## src/sv/nlfr_pkg.sv

```systemverilog
// ----------------------------------------------------------------------------
// nlfr_pkg
// shared types and constants for the nibble link frame receiver
// ----------------------------------------------------------------------------
package nlfr_pkg;

    // result kinds
    typedef enum logic [1:0] {
        KIND_PAYLOAD = 2'd0,
        KIND_STREAM  = 2'd1,
        KIND_DONE    = 2'd2,
        KIND_TIMEOUT = 2'd3
    } kind_t;

    // input function codes
    localparam logic FUNC_SAMPLE = 1'b0;
    localparam logic FUNC_ARM    = 1'b1;

    // control codes carried on the nibble lines
    localparam logic [3:0] FRAME_OPEN  = 4'h1;
    localparam logic [3:0] FRAME_CLOSE = 4'h2;

    // opcode that switches the frame to stream mode
    localparam logic [7:0] STREAM_OPCODE = 8'h03;

    // configuration register indexes
    localparam logic REG_PAYLOAD_LIMIT = 1'b0;
    localparam logic REG_TIMEOUT_POLLS = 1'b1;

    localparam int CFG_DATA_W  = 20;
    localparam int LIMIT_W     = 10;
    localparam int POLLS_W     = 20;

    localparam logic [LIMIT_W-1:0] PAYLOAD_LIMIT_RST = 10'd512;
    localparam logic [POLLS_W-1:0] TIMEOUT_POLLS_RST = 20'd500000;

    // one result word
    typedef struct packed {
        kind_t       kind;
        logic [7:0]  data_byte;
        logic [8:0]  byte_index;
        logic [7:0]  frame_opcode;
        logic [9:0]  frame_length;
    } result_t;

endpackage

```

## src/sv/nibble_link_frame_receiver.sv

```systemverilog
// ----------------------------------------------------------------------------
// nibble_link_frame_receiver
// frame receiver for a 6-line half-duplex nibble link
// ----------------------------------------------------------------------------
// throughput: one sample word per cycle while the result slot is free; input
//   register feeds one pass of decode logic into the result register
// reset: rst_n clears the link state and control; payload_limit resets to 512,
//   timeout_polls to 500000; the receiver comes out of reset disarmed
// ----------------------------------------------------------------------------
module nibble_link_frame_receiver
    import nlfr_pkg::*;
#(
    parameter int MAX_PAYLOAD = 512
)
(
    input  logic                  clk,
    input  logic                  rst_n,
    // configuration write port
    input  logic                  cfg_write,
    input  logic                  cfg_index,
    input  logic [CFG_DATA_W-1:0] cfg_data,
    // sample channel
    input  logic                  in_valid,
    output logic                  in_stall,
    input  logic                  func,
    input  logic [5:0]            port_sample,
    // result channel
    output logic                  out_valid,
    input  logic                  out_stall,
    output logic [1:0]            kind,
    output logic [7:0]            data_byte,
    output logic [8:0]            byte_index,
    output logic [7:0]            frame_opcode,
    output logic [9:0]            frame_length
);

    // kept length can never pass the buffer size nor the limit register range
    localparam int LimitMax = (1 << LIMIT_W) - 1;
    localparam int CapVal   = (MAX_PAYLOAD > LimitMax) ? LimitMax : MAX_PAYLOAD;
    localparam logic [LIMIT_W-1:0] LimitCap = LIMIT_W'(CapVal);

    // configuration registers
    logic [LIMIT_W-1:0] payload_limit_reg;
    logic [POLLS_W-1:0] timeout_polls_reg;
    logic [LIMIT_W-1:0] limit_eff;

    // input register
    logic       in_full_reg;
    logic       func_reg;
    logic [5:0] sample_reg;

    // pass control
    logic    step;
    logic    slot_free;
    logic    res_valid;
    result_t res;
    result_t out_res;

    always_ff @(posedge clk or negedge rst_n)
    begin
        if (!rst_n)
        begin
            payload_limit_reg <= PAYLOAD_LIMIT_RST;
            timeout_polls_reg <= TIMEOUT_POLLS_RST;
        end
        else if (cfg_write)
        begin
            unique case (cfg_index)
                REG_PAYLOAD_LIMIT: payload_limit_reg <= cfg_data[LIMIT_W-1:0];
                REG_TIMEOUT_POLLS: payload_limit_reg <= payload_limit_reg;
                default:           payload_limit_reg <= payload_limit_reg;
            endcase
            if (cfg_index == REG_TIMEOUT_POLLS)
            begin
                timeout_polls_reg <= cfg_data[POLLS_W-1:0];
            end
        end
    end

    assign limit_eff = (payload_limit_reg > LimitCap) ? LimitCap : payload_limit_reg;

    // the held word is decoded once the result slot can take its outcome
    assign step     = in_full_reg && slot_free;
    // a new word may enter whenever the held one moves on this cycle
    assign in_stall = in_full_reg && !slot_free;

    always_ff @(posedge clk or negedge rst_n)
    begin
        if (!rst_n)
        begin
            in_full_reg <= 1'b0;
        end
        else if (!in_stall)
        begin
            in_full_reg <= in_valid;
        end
    end

    always_ff @(posedge clk)
    begin
        if (in_valid && !in_stall)
        begin
            func_reg   <= func;
            sample_reg <= port_sample;
        end
    end

    // link state and frame decode
    nlfr_frame u_frame (
        .clk           (clk),
        .rst_n         (rst_n),
        .step          (step),
        .func          (func_reg),
        .port_sample   (sample_reg),
        .limit         (limit_eff),
        .timeout_polls (timeout_polls_reg),
        .res_valid     (res_valid),
        .res           (res)
    );

    // result register
    nlfr_out_reg u_out (
        .clk       (clk),
        .rst_n     (rst_n),
        .load      (step && res_valid),
        .res       (res),
        .out_stall (out_stall),
        .free      (slot_free),
        .out_valid (out_valid),
        .out_res   (out_res)
    );

    assign kind         = out_res.kind;
    assign data_byte    = out_res.data_byte;
    assign byte_index   = out_res.byte_index;
    assign frame_opcode = out_res.frame_opcode;
    assign frame_length = out_res.frame_length;

endmodule

```

## src/sv/nlfr_frame.sv

```systemverilog
// ----------------------------------------------------------------------------
// nlfr_frame
// link state and frame decode, one sample per cycle while step is asserted
// ----------------------------------------------------------------------------
module nlfr_frame
    import nlfr_pkg::*;
(
    input  logic                 clk,
    input  logic                 rst_n,
    input  logic                 step,
    input  logic                 func,
    input  logic [5:0]           port_sample,
    input  logic [LIMIT_W-1:0]   limit,
    input  logic [POLLS_W-1:0]   timeout_polls,
    output logic                 res_valid,
    output result_t              res
);

    logic                armed_reg,       armed_next;
    logic                last_clock_reg,  last_clock_next;
    logic                in_frame_reg,    in_frame_next;
    logic                have_high_reg,   have_high_next;
    logic [3:0]          high_nibble_reg, high_nibble_next;
    logic                got_opcode_reg,  got_opcode_next;
    logic [7:0]          opcode_reg,      opcode_next;
    logic [LIMIT_W-1:0]  byte_count_reg,  byte_count_next;
    logic [POLLS_W-1:0]  countdown_reg,   countdown_next;
    logic                stream_reg,      stream_next;

    logic       clk_bit;
    logic       ctrl_bit;
    logic [3:0] nib;
    logic [7:0] assembled;

    assign clk_bit   = port_sample[5];
    assign ctrl_bit  = port_sample[4];
    assign nib       = port_sample[3:0];
    assign assembled = {high_nibble_reg, nib};

    always_comb
    begin
        armed_next       = armed_reg;
        last_clock_next  = last_clock_reg;
        in_frame_next    = in_frame_reg;
        have_high_next   = have_high_reg;
        high_nibble_next = high_nibble_reg;
        got_opcode_next  = got_opcode_reg;
        opcode_next      = opcode_reg;
        byte_count_next  = byte_count_reg;
        countdown_next   = countdown_reg;
        stream_next      = stream_reg;
        res_valid        = 1'b0;
        res              = '0;

        if (step)
        begin
            if (func == FUNC_ARM)
            begin
                armed_next       = 1'b1;
                last_clock_next  = clk_bit;
                countdown_next   = timeout_polls;
                in_frame_next    = 1'b0;
                have_high_next   = 1'b0;
                high_nibble_next = '0;
                got_opcode_next  = 1'b0;
                opcode_next      = '0;
                byte_count_next  = '0;
                stream_next      = 1'b0;
            end
            else if (armed_reg)
            begin
                if (clk_bit == last_clock_reg)
                begin
                    // no link edge: outside stream mode, count down toward timeout
                    if (!stream_reg)
                    begin
                        if (countdown_reg <= POLLS_W'(1))
                        begin
                            countdown_next   = '0;
                            armed_next       = 1'b0;
                            in_frame_next    = 1'b0;
                            have_high_next   = 1'b0;
                            high_nibble_next = '0;
                            got_opcode_next  = 1'b0;
                            opcode_next      = '0;
                            byte_count_next  = '0;
                            stream_next      = 1'b0;
                            res_valid        = 1'b1;
                            res.kind         = KIND_TIMEOUT;
                        end
                        else
                        begin
                            countdown_next = countdown_reg - POLLS_W'(1);
                        end
                    end
                end
                else
                begin
                    last_clock_next = clk_bit;
                    if (stream_reg)
                    begin
                        if (ctrl_bit)
                        begin
                            if (nib == FRAME_CLOSE)
                            begin
                                armed_next       = 1'b0;
                                in_frame_next    = 1'b0;
                                have_high_next   = 1'b0;
                                high_nibble_next = '0;
                                got_opcode_next  = 1'b0;
                                opcode_next      = '0;
                                byte_count_next  = '0;
                                stream_next      = 1'b0;
                                res_valid        = 1'b1;
                                res.kind         = KIND_DONE;
                                res.frame_opcode = STREAM_OPCODE;
                            end
                        end
                        else if (!have_high_reg)
                        begin
                            high_nibble_next = nib;
                            have_high_next   = 1'b1;
                        end
                        else
                        begin
                            have_high_next = 1'b0;
                            res_valid      = 1'b1;
                            res.kind       = KIND_STREAM;
                            res.data_byte  = assembled;
                        end
                    end
                    else
                    begin
                        countdown_next = timeout_polls;
                        if (ctrl_bit)
                        begin
                            if (nib == FRAME_OPEN)
                            begin
                                in_frame_next   = 1'b1;
                                have_high_next  = 1'b0;
                                got_opcode_next = 1'b0;
                                byte_count_next = '0;
                            end
                            else if (nib == FRAME_CLOSE && in_frame_reg)
                            begin
                                armed_next       = 1'b0;
                                in_frame_next    = 1'b0;
                                have_high_next   = 1'b0;
                                high_nibble_next = '0;
                                got_opcode_next  = 1'b0;
                                opcode_next      = '0;
                                byte_count_next  = '0;
                                stream_next      = 1'b0;
                                res_valid        = 1'b1;
                                res.kind         = KIND_DONE;
                                res.frame_opcode = opcode_reg;
                                res.frame_length = byte_count_reg;
                            end
                        end
                        else if (in_frame_reg)
                        begin
                            if (!have_high_reg)
                            begin
                                high_nibble_next = nib;
                                have_high_next   = 1'b1;
                            end
                            else
                            begin
                                have_high_next = 1'b0;
                                if (!got_opcode_reg)
                                begin
                                    opcode_next     = assembled;
                                    got_opcode_next = 1'b1;
                                    if (assembled == STREAM_OPCODE)
                                    begin
                                        stream_next = 1'b1;
                                    end
                                end
                                else if (byte_count_reg < limit)
                                begin
                                    byte_count_next = byte_count_reg + LIMIT_W'(1);
                                    res_valid       = 1'b1;
                                    res.kind        = KIND_PAYLOAD;
                                    res.data_byte   = assembled;
                                    res.byte_index  = byte_count_reg[8:0];
                                end
                            end
                        end
                    end
                end
            end
        end
    end

    always_ff @(posedge clk or negedge rst_n)
    begin
        if (!rst_n)
        begin
            armed_reg       <= 1'b0;
            last_clock_reg  <= 1'b1;
            in_frame_reg    <= 1'b0;
            have_high_reg   <= 1'b0;
            high_nibble_reg <= '0;
            got_opcode_reg  <= 1'b0;
            opcode_reg      <= '0;
            byte_count_reg  <= '0;
            countdown_reg   <= '0;
            stream_reg      <= 1'b0;
        end
        else
        begin
            armed_reg       <= armed_next;
            last_clock_reg  <= last_clock_next;
            in_frame_reg    <= in_frame_next;
            have_high_reg   <= have_high_next;
            high_nibble_reg <= high_nibble_next;
            got_opcode_reg  <= got_opcode_next;
            opcode_reg      <= opcode_next;
            byte_count_reg  <= byte_count_next;
            countdown_reg   <= countdown_next;
            stream_reg      <= stream_next;
        end
    end

endmodule

```

## src/sv/nlfr_out_reg.sv

```systemverilog
// ----------------------------------------------------------------------------
// nlfr_out_reg
// result register toward the output channel
// ----------------------------------------------------------------------------
module nlfr_out_reg
    import nlfr_pkg::*;
(
    input  logic    clk,
    input  logic    rst_n,
    input  logic    load,
    input  result_t res,
    input  logic    out_stall,
    output logic    free,
    output logic    out_valid,
    output result_t out_res
);

    logic    valid_reg, valid_next;
    result_t res_reg;

    // slot can take a word when empty or when the held word leaves this cycle
    assign free = !valid_reg || !out_stall;

    always_comb
    begin
        if (load)
        begin
            valid_next = 1'b1;
        end
        else if (!out_stall)
        begin
            valid_next = 1'b0;
        end
        else
        begin
            valid_next = valid_reg;
        end
    end

    always_ff @(posedge clk or negedge rst_n)
    begin
        if (!rst_n)
        begin
            valid_reg <= 1'b0;
        end
        else
        begin
            valid_reg <= valid_next;
        end
    end

    always_ff @(posedge clk)
    begin
        if (load)
        begin
            res_reg <= res;
        end
    end

    assign out_valid = valid_reg;
    assign out_res   = res_reg;

endmodule
```

## config.mk

```make
export PLATFORM = sky130hd
export DESIGN_NAME = nibble_link_frame_receiver
export DESIGN_NICKNAME = d
export VERILOG_FILES = /design/src/sv/nlfr_pkg.sv /design/src/sv/nibble_link_frame_receiver.sv /design/src/sv/nlfr_frame.sv /design/src/sv/nlfr_out_reg.sv
export SDC_FILE = /design/constraint.sdc
export NUM_CORES = 1
export LEC_CHECK = 0
export BUFFER_PORTS_ARGS = -buffer_cell sky130_fd_sc_hd__buf_2
export CORE_ASPECT_RATIO = 0.9
export CORE_UTILIZATION = 54
export CTS_BUF_LIST = sky130_fd_sc_hd__clkbuf_8
export DETAILED_ROUTE_END_ITERATION = 16
export MAX_ROUTING_LAYER = met4
export PLACE_DENSITY = 0.77
export SLEW_MARGIN = 10
export SYNTH_ARGS = -nofsm -noshare
export SYNTH_HDL_FRONTEND = slang
export SYNTH_SLANG_ARGS = --single-unit
```

## constraint.sdc

```tcl
create_clock -name clk -period 4.3 [get_ports clk]
set_input_delay 0 -clock clk [delete_from_list [all_inputs] [get_ports clk]]
set_output_delay 0 -clock clk [all_outputs]
set_load 0.01 [all_outputs]
```

==> flow_summary.json, run 1 <==
{
  "period_share_pct": 83.6,
  "ctsResizeCount": 0,
  "maxCapViolations": 0,
  "cts_tree": "yes",
  "cts.clk_slew.worst_paths_ps": 70,
  "required_ps": 4380,
  "wire_per_inst_um": 16.2,
  "synth-compound-area-share_pct": 13.7,
  "area_growth_pct": 19.7,
  "worst_pin_slew_ps": 1140,
  "insertion_delay_ps": 450,
  "synth-edff-count": 44,
  "ys.flop_type": "dfrtp_1",
  "setup_viol": 0,
  "slew_viol_final": 0,
  "fin_tns_setup_ps": 0,
  "hold_violations": 0,
  "gp_congestion": 0.919,
  "vias_per_cell": 5.87,
  "min_period_ps": 3590,
  "fillers": 816,
  "status": "finished, final reports clean",
  "clk_path_buf_depth": 2,
  "diodes": 0,
  "wl_mm": 12.8,
  "slew_headroom_pct": 23.6,
  "layout.nets": 691,
  "end_kind": "register",
  "path_class": "reg -> reg",
  "placed_cells": 728,
  "num_io_pins": 72,
  "yosys.area_share.simple_pct": 18.1,
  "grt_max_degree": 81,
  "antenna_found_initial": 0,
  "gr-usage-all-layers_pct": 25.4,
  "holdBufCountCts": 32,
  "layout.cells.non_filler": 792,
  "grt_overflow": 0,
  "ir_drop_mv": 0.278,
  "cts_sinks": 124,
  "numCtsBuffers": 17,
  "crit_path_max_fanout": 37,
  "clock.fmax_mhz": 278,
  "rsz0062_at_grt": "false",
  "final_common_cell": "dfrtp_1",
  "synthArstFlopShare_pct": 64.5,
  "htree_levels": 4,
  "min-delay-start": "cfg_index",
  "initial_utilization_pct": 55.2,
  "finClkSkew_ps": 8.91,
  "fp.coreArea_sq_um": 10800,
  "p_per_area_nw_per_um2": 410,
  "synth_seq_area_share_pct": 55.9,
  "drc": 0,
  "syn_area_per_cell_sq_um": 10.9,
  "hold_class": "in -> reg",
  "synthAdderAreaFrac_pct": 2.52,
  "ant_nets": 0,
  "syn_area_sq_um": 5970,
  "first_pass_iters": 7,
  "synth_top_family_by_area": "simple AND/OR/NAND/NOR gates",
  "largest_reg_flops": 37,
  "reg2reg_from": "payload_limit_reg[5]",
  "grt_pass1_vias": 4410,
  "drive_gt1_share_pct": 24.0,
  "synthCells": 547,
  "muxShareOfSynthArea_pct": 6.69,
  "setup.worst_path.start": "payload_limit_reg[5]",
  "die_y_um": 102,
  "synth_cell_type_count": 62,
  "port_buffers": 71,
  "hpwl_mm": 8.54,
  "ys_ff_latch": 124,
  "via_count": 4649,
  "dieWidth_um": 113,
  "layout_common_cells": "dfrtp_1, buf_2, nand2_1",
  "drtIter0Drc": 361,
  "dieArea_sq_um": 11500,
  "synth_nets": 592,
  "ys_warn_count": 0,
  "cp-start-kind": "register",
  "grt_pass1_wl_mm": 21.5,
  "cts_root_buf": "clkbuf_8",
  "cp.arrival_ps": 3670,
  "power_leakage_nw": 2.96,
  "rows": 36,
  "cts_setup_buffers": 0,
  "synth-xor-area-share_pct": 0.294
}
-- stage by stage --
step	hold WS (ps)	power (W)	util, %	worst slack [ps]	instance area (sq um)
after CTS	49.8	0.00294	66.1	732	7140
after detailed placement	178	0.00183	59.2	830	6400
after global placement	177	0.00180	59.2	1040	6400
after floorplan	-296	0.00171	-	714	5970
final	82.6	0.00293	66.1	705	7140
after global routing	107	0.00307	66.1	283	7140
-- worst paths after layout --
path	to	slack (ps)	depth (start not counted)
worst max-delay path	u_out.out_res[22]	710	11
worst min-delay path	payload_limit_reg[9]	80	3
worst max register to register	u_out.out_res[22]	710	11
worst min register to register	u_frame.opcode_reg[6]	480	2
max in group asynchronous	timeout_polls_reg[3]	3410	2
min in group asynchronous	timeout_polls_reg[14]	260	2
-- kinds of logic after synthesis --
logic type / Yosys count
adders and majority gates: 12
and+or+nand+nor: 201
muxes: 36
buffers and inverters: 39
AOI/OAI and AO/OA: 133
xor gates and xnor gates: 2
DFF: 124
-- Yosys cell counts (2+ instances only) --
library cell | instances | share of area, %
ha_1 | 12 | 2.5
o311ai_0 | 3 | 0.44
nand2_1 | 69 | 4.3
o21ai_1 | 12 | 1.0
nand3_1 | 15 | 1.3
or4_1 | 2 | 0.25
a32oi_1 | 10 | 1.5
and3_1 | 11 | 1.2
or4_4 | 2 | 0.38
nand4_1 | 4 | 0.42
o22ai_1 | 2 | 0.21
nor4_1 | 6 | 0.63
and2_1 | 31 | 3.3
buf_1 | 2 | 0.13
edfxtp_1 | 44 | 22
inv_1 | 13 | 0.82
buf_6 | 3 | 0.57
a21oi_1 | 23 | 1.9
a21o_1 | 2 | 0.25
o21ai_2 | 2 | 0.29
nor2_1 | 21 | 1.3
mux2_2 | 30 | 5.7
and4_1 | 3 | 0.44
nand2b_1 | 5 | 0.52
o31ai_1 | 8 | 1.0
o21ai_0 | 48 | 4.0
a31oi_1 | 3 | 0.31
o211ai_1 | 3 | 0.38
clkbuf_1 | 19 | 1.2
dfstp_2 | 9 | 4.0
nor3_2 | 4 | 0.67
dfrtp_1 | 71 | 30
a211oi_1 | 2 | 0.25
a31o_2 | 2 | 0.29
nor4b_1 | 2 | 0.29
nor2b_1 | 2 | 0.21
nor3_1 | 12 | 1.0
a22oi_1 | 5 | 0.63
mux2i_1 | 5 | 0.84
or3_1 | 3 | 0.31
-- layer usage --
layer / track usage [%] / vias up / routed length [um] / part of all wire [%]
met5: - / - / 0 / 0
met4: 10.5 / 0 / 205 / 1.6
met3: 5.33 / 18 / 805 / 6.3
met2: 39.2 / 200 / 6100 / 48
met1: 32.9 / 2216 / 5710 / 45
li1: - / 2215 / - / -
-- power breakdown --
part | switching (W) | internal (W) | leakage [nW]
Combinational | 0.000217 | 0.000176 | 1.36
Sequential | 0.000108 | 0.00133 | 1.38
Clock | 0.000459 | 0.000637 | 0.217
Total | 0.000785 | 0.00214 | 2.96
-- cell type report --
class | count | area, sq um | share of cell area (%)
Clock buffer | 18 | 248 | 3.47
Clock inverter | 14 | 176 | 2.47
Inverter | 14 | 52.6 | 0.736
Multi-Input combinational cell | 384 | 2470 | 34.6
Sequential cell | 124 | 3330 | 46.7
Tap cell | 133 | 166 | 2.33
Timing Repair Buffer | 105 | 693 | 9.70
-- worst max-delay path: stages (launching register included) --
cell and delay, ps:
dfrtp_1 400, nor4_1 300, nand2_1 80, o41ai_1 360
nand2_1 120, ha_1 320, nand2_1 70, nor4_1 360
o21ai_0 150, and2_1 210, o21ai_0 410, o21ai_4 400
(Power assumes the default switching activity.)
==> run 2: changes to the inputs <==
Clock period 4.3 ns to 3.1 ns, I/O delays scaled along.
==> flow_summary.json, run 2 (same netlist as run 1, synthesis figures left out) <==
{
  "grt_max_degree": 81,
  "cp.arrival_ps": 3130,
  "largest_reg_flops": 37,
  "finClkSkew_ps": 10.0,
  "min_period_ps": 3000,
  "grt_pass1_wl_mm": 23.1,
  "internal_power_w": 0.00296,
  "power_leakage_nw": 3.06,
  "area_growth_pct": 22.7,
  "ir_drop_mv": 0.370,
  "clock.fmax_mhz": 333,
  "slew_viol_final": 0,
  "diodes": 0,
  "required_ps": 3230,
  "clk_path_buf_depth": 2,
  "vias_per_cell": 5.99,
  "hold_class": "in -> reg",
  "gr-usage-all-layers_pct": 27.1,
  "drtIter0Drc": 344,
  "p_clk_share_pct": 35.9,
  "hpwl_mm": 8.95,
  "final_common_cell": "dfrtp_1",
  "layout_common_cells": "dfrtp_1, buf_2, nand2_1",
  "slew_headroom_pct": 32.5,
  "setup_viol": 0,
  "drc": 0,
  "worst_pin_slew_ps": 1010,
  "hold_violations": 0,
  "grt_pass1_vias": 4669,
  "status": "finished, final reports clean",
  "layout.nets": 710,
  "dieArea_sq_um": 11500,
  "p_per_area_nw_per_um2": 552,
  "power_frac_comb_pct": 14.6,
  "first_pass_iters": 5,
  "power_w": 0.00404,
  "antenna_found_initial": 0,
  "final_core_util_pct": 67.7,
  "port_buffers": 71,
  "end_kind": "register",
  "wl_mm": 14.1,
  "initial_utilization_pct": 55.2,
  "rsz0062_at_grt": "false",
  "cts_tree": "yes",
  "die_y_um": 102,
  "maxCapViolations": 0,
  "gp_congestion": 0.881,
  "cts_root_buf": "clkbuf_8",
  "drive_gt1_share_pct": 26.7,
  "via_count": 4859,
  "numCtsBuffers": 17,
  "swShare_pct": 26.8,
  "cts_sinks": 124,
  "grt_overflow": 0,
  "path_class": "reg -> reg",
  "htree_levels": 4,
  "pwr-share-seq_pct": 49.5,
  "rows": 36,
  "ant_nets": 0,
  "dieWidth_um": 113,
  "period_share_pct": 96.8,
  "num_io_pins": 72,
  "cp-start-kind": "register",
  "insertion_delay_ps": 440,
  "p_sw_w": 0.00108,
  "crit_path_max_fanout": 10,
  "wire_per_inst_um": 17.4,
  "fp.coreArea_sq_um": 10800,
  "cts.clk_slew.worst_paths_ps": 70
}
-- run 2: final cells by class --
| type | instances | area (sq um) |
|---|---|---|
| Tap cell | 133 | 166 |
| Timing Repair Buffer | 121 | 811 |
| Multi-Input combinational cell | 387 | 2550 |
| Sequential cell | 124 | 3330 |
| Inverter | 14 | 52.6 |
| Clock inverter | 12 | 130 |
| Fill cell | 828 | 3490 |
| Clock buffer | 20 | 275 |
-- run 2: power by group through the flow --
stage	combinational [W]	clock [W]	sequential (W)
2_1_floorplan	0.000403	0	0.00197
3_3_place_gp	0.000513	0	0.00202
3_5_place_dp	0.000540	0	0.00202
4_1_cts	0.000577	0.00147	0.00199
5_1_grt	0.000667	0.00153	0.00202
6_report	0.000591	0.00145	0.00200
-- run 2: worst max-delay path, stage by stage, from the launching register on --
cell and delay, ps:
dfrtp_1 380, nor4_1 280, nand2_1 100, o41ai_2 280, nand2_1 170, ha_4 300
nand2_2 70, nor4_4 240, o21ai_0 120, and2_1 180, o21ai_0 180, buf_4 220
o21ai_4 170
-- run 2: worst paths after layout --
kind / to / start / depth (start not counted) / slack [ps]
min in group asynchronous: timeout_polls_reg[14] / rst_n / 2 / 280
setup reg to reg: u_out.out_res[21] / payload_limit_reg[5] / 12 / 100
hold / removal: payload_limit_reg[9] / cfg_index / 4 / 50
setup / recovery: u_out.out_res[21] / payload_limit_reg[5] / 12 / 100
max in group asynchronous: payload_limit_reg[4] / rst_n / 2 / 2170
hold reg to reg: u_frame.opcode_reg[3] / u_frame.opcode_reg[3] / 2 / 480
-- run 2: per-layer routing --
layer	vias to the layer above	global-route usage, %	wire, um
met5	-	-	0
met4	0	8.92	172
met3	19	6.58	866
met2	181	43.1	6750
met1	2401	34.3	6300
li1	2258	-	-
-- run 2: through the flow --
| stage | std cells | TNS [ps] | hold WS, ps | setup slack (ps) | cell area, sq um |
|---|---|---|---|---|---|
| after floorplan | 547 | 0 | -296 | 76.0 | 5970 |
| after global placement | 745 | 0 | 176 | 36.3 | 6530 |
| after detailed placement | 745 | -8040 | 178 | -208 | 6530 |
| after CTS | 809 | 0 | 24.6 | 64.4 | 7270 |
| after global routing | 811 | 0 | 92.6 | 13.0 | 7320 |
| final | 811 | 0 | 53.9 | 100 | 7320 |
-- run 2: what timing repair did --
action | CTS | global route
endpoints found under the setup margin | 54 | 54
pin swaps | 0 | 0
gates cloned | 1 | 2
endpoints found under the hold margin | 110 | 0
buffers inserted | 0 | 0
gates resized for setup | 3 | 6
hold buffers | 31 | 0
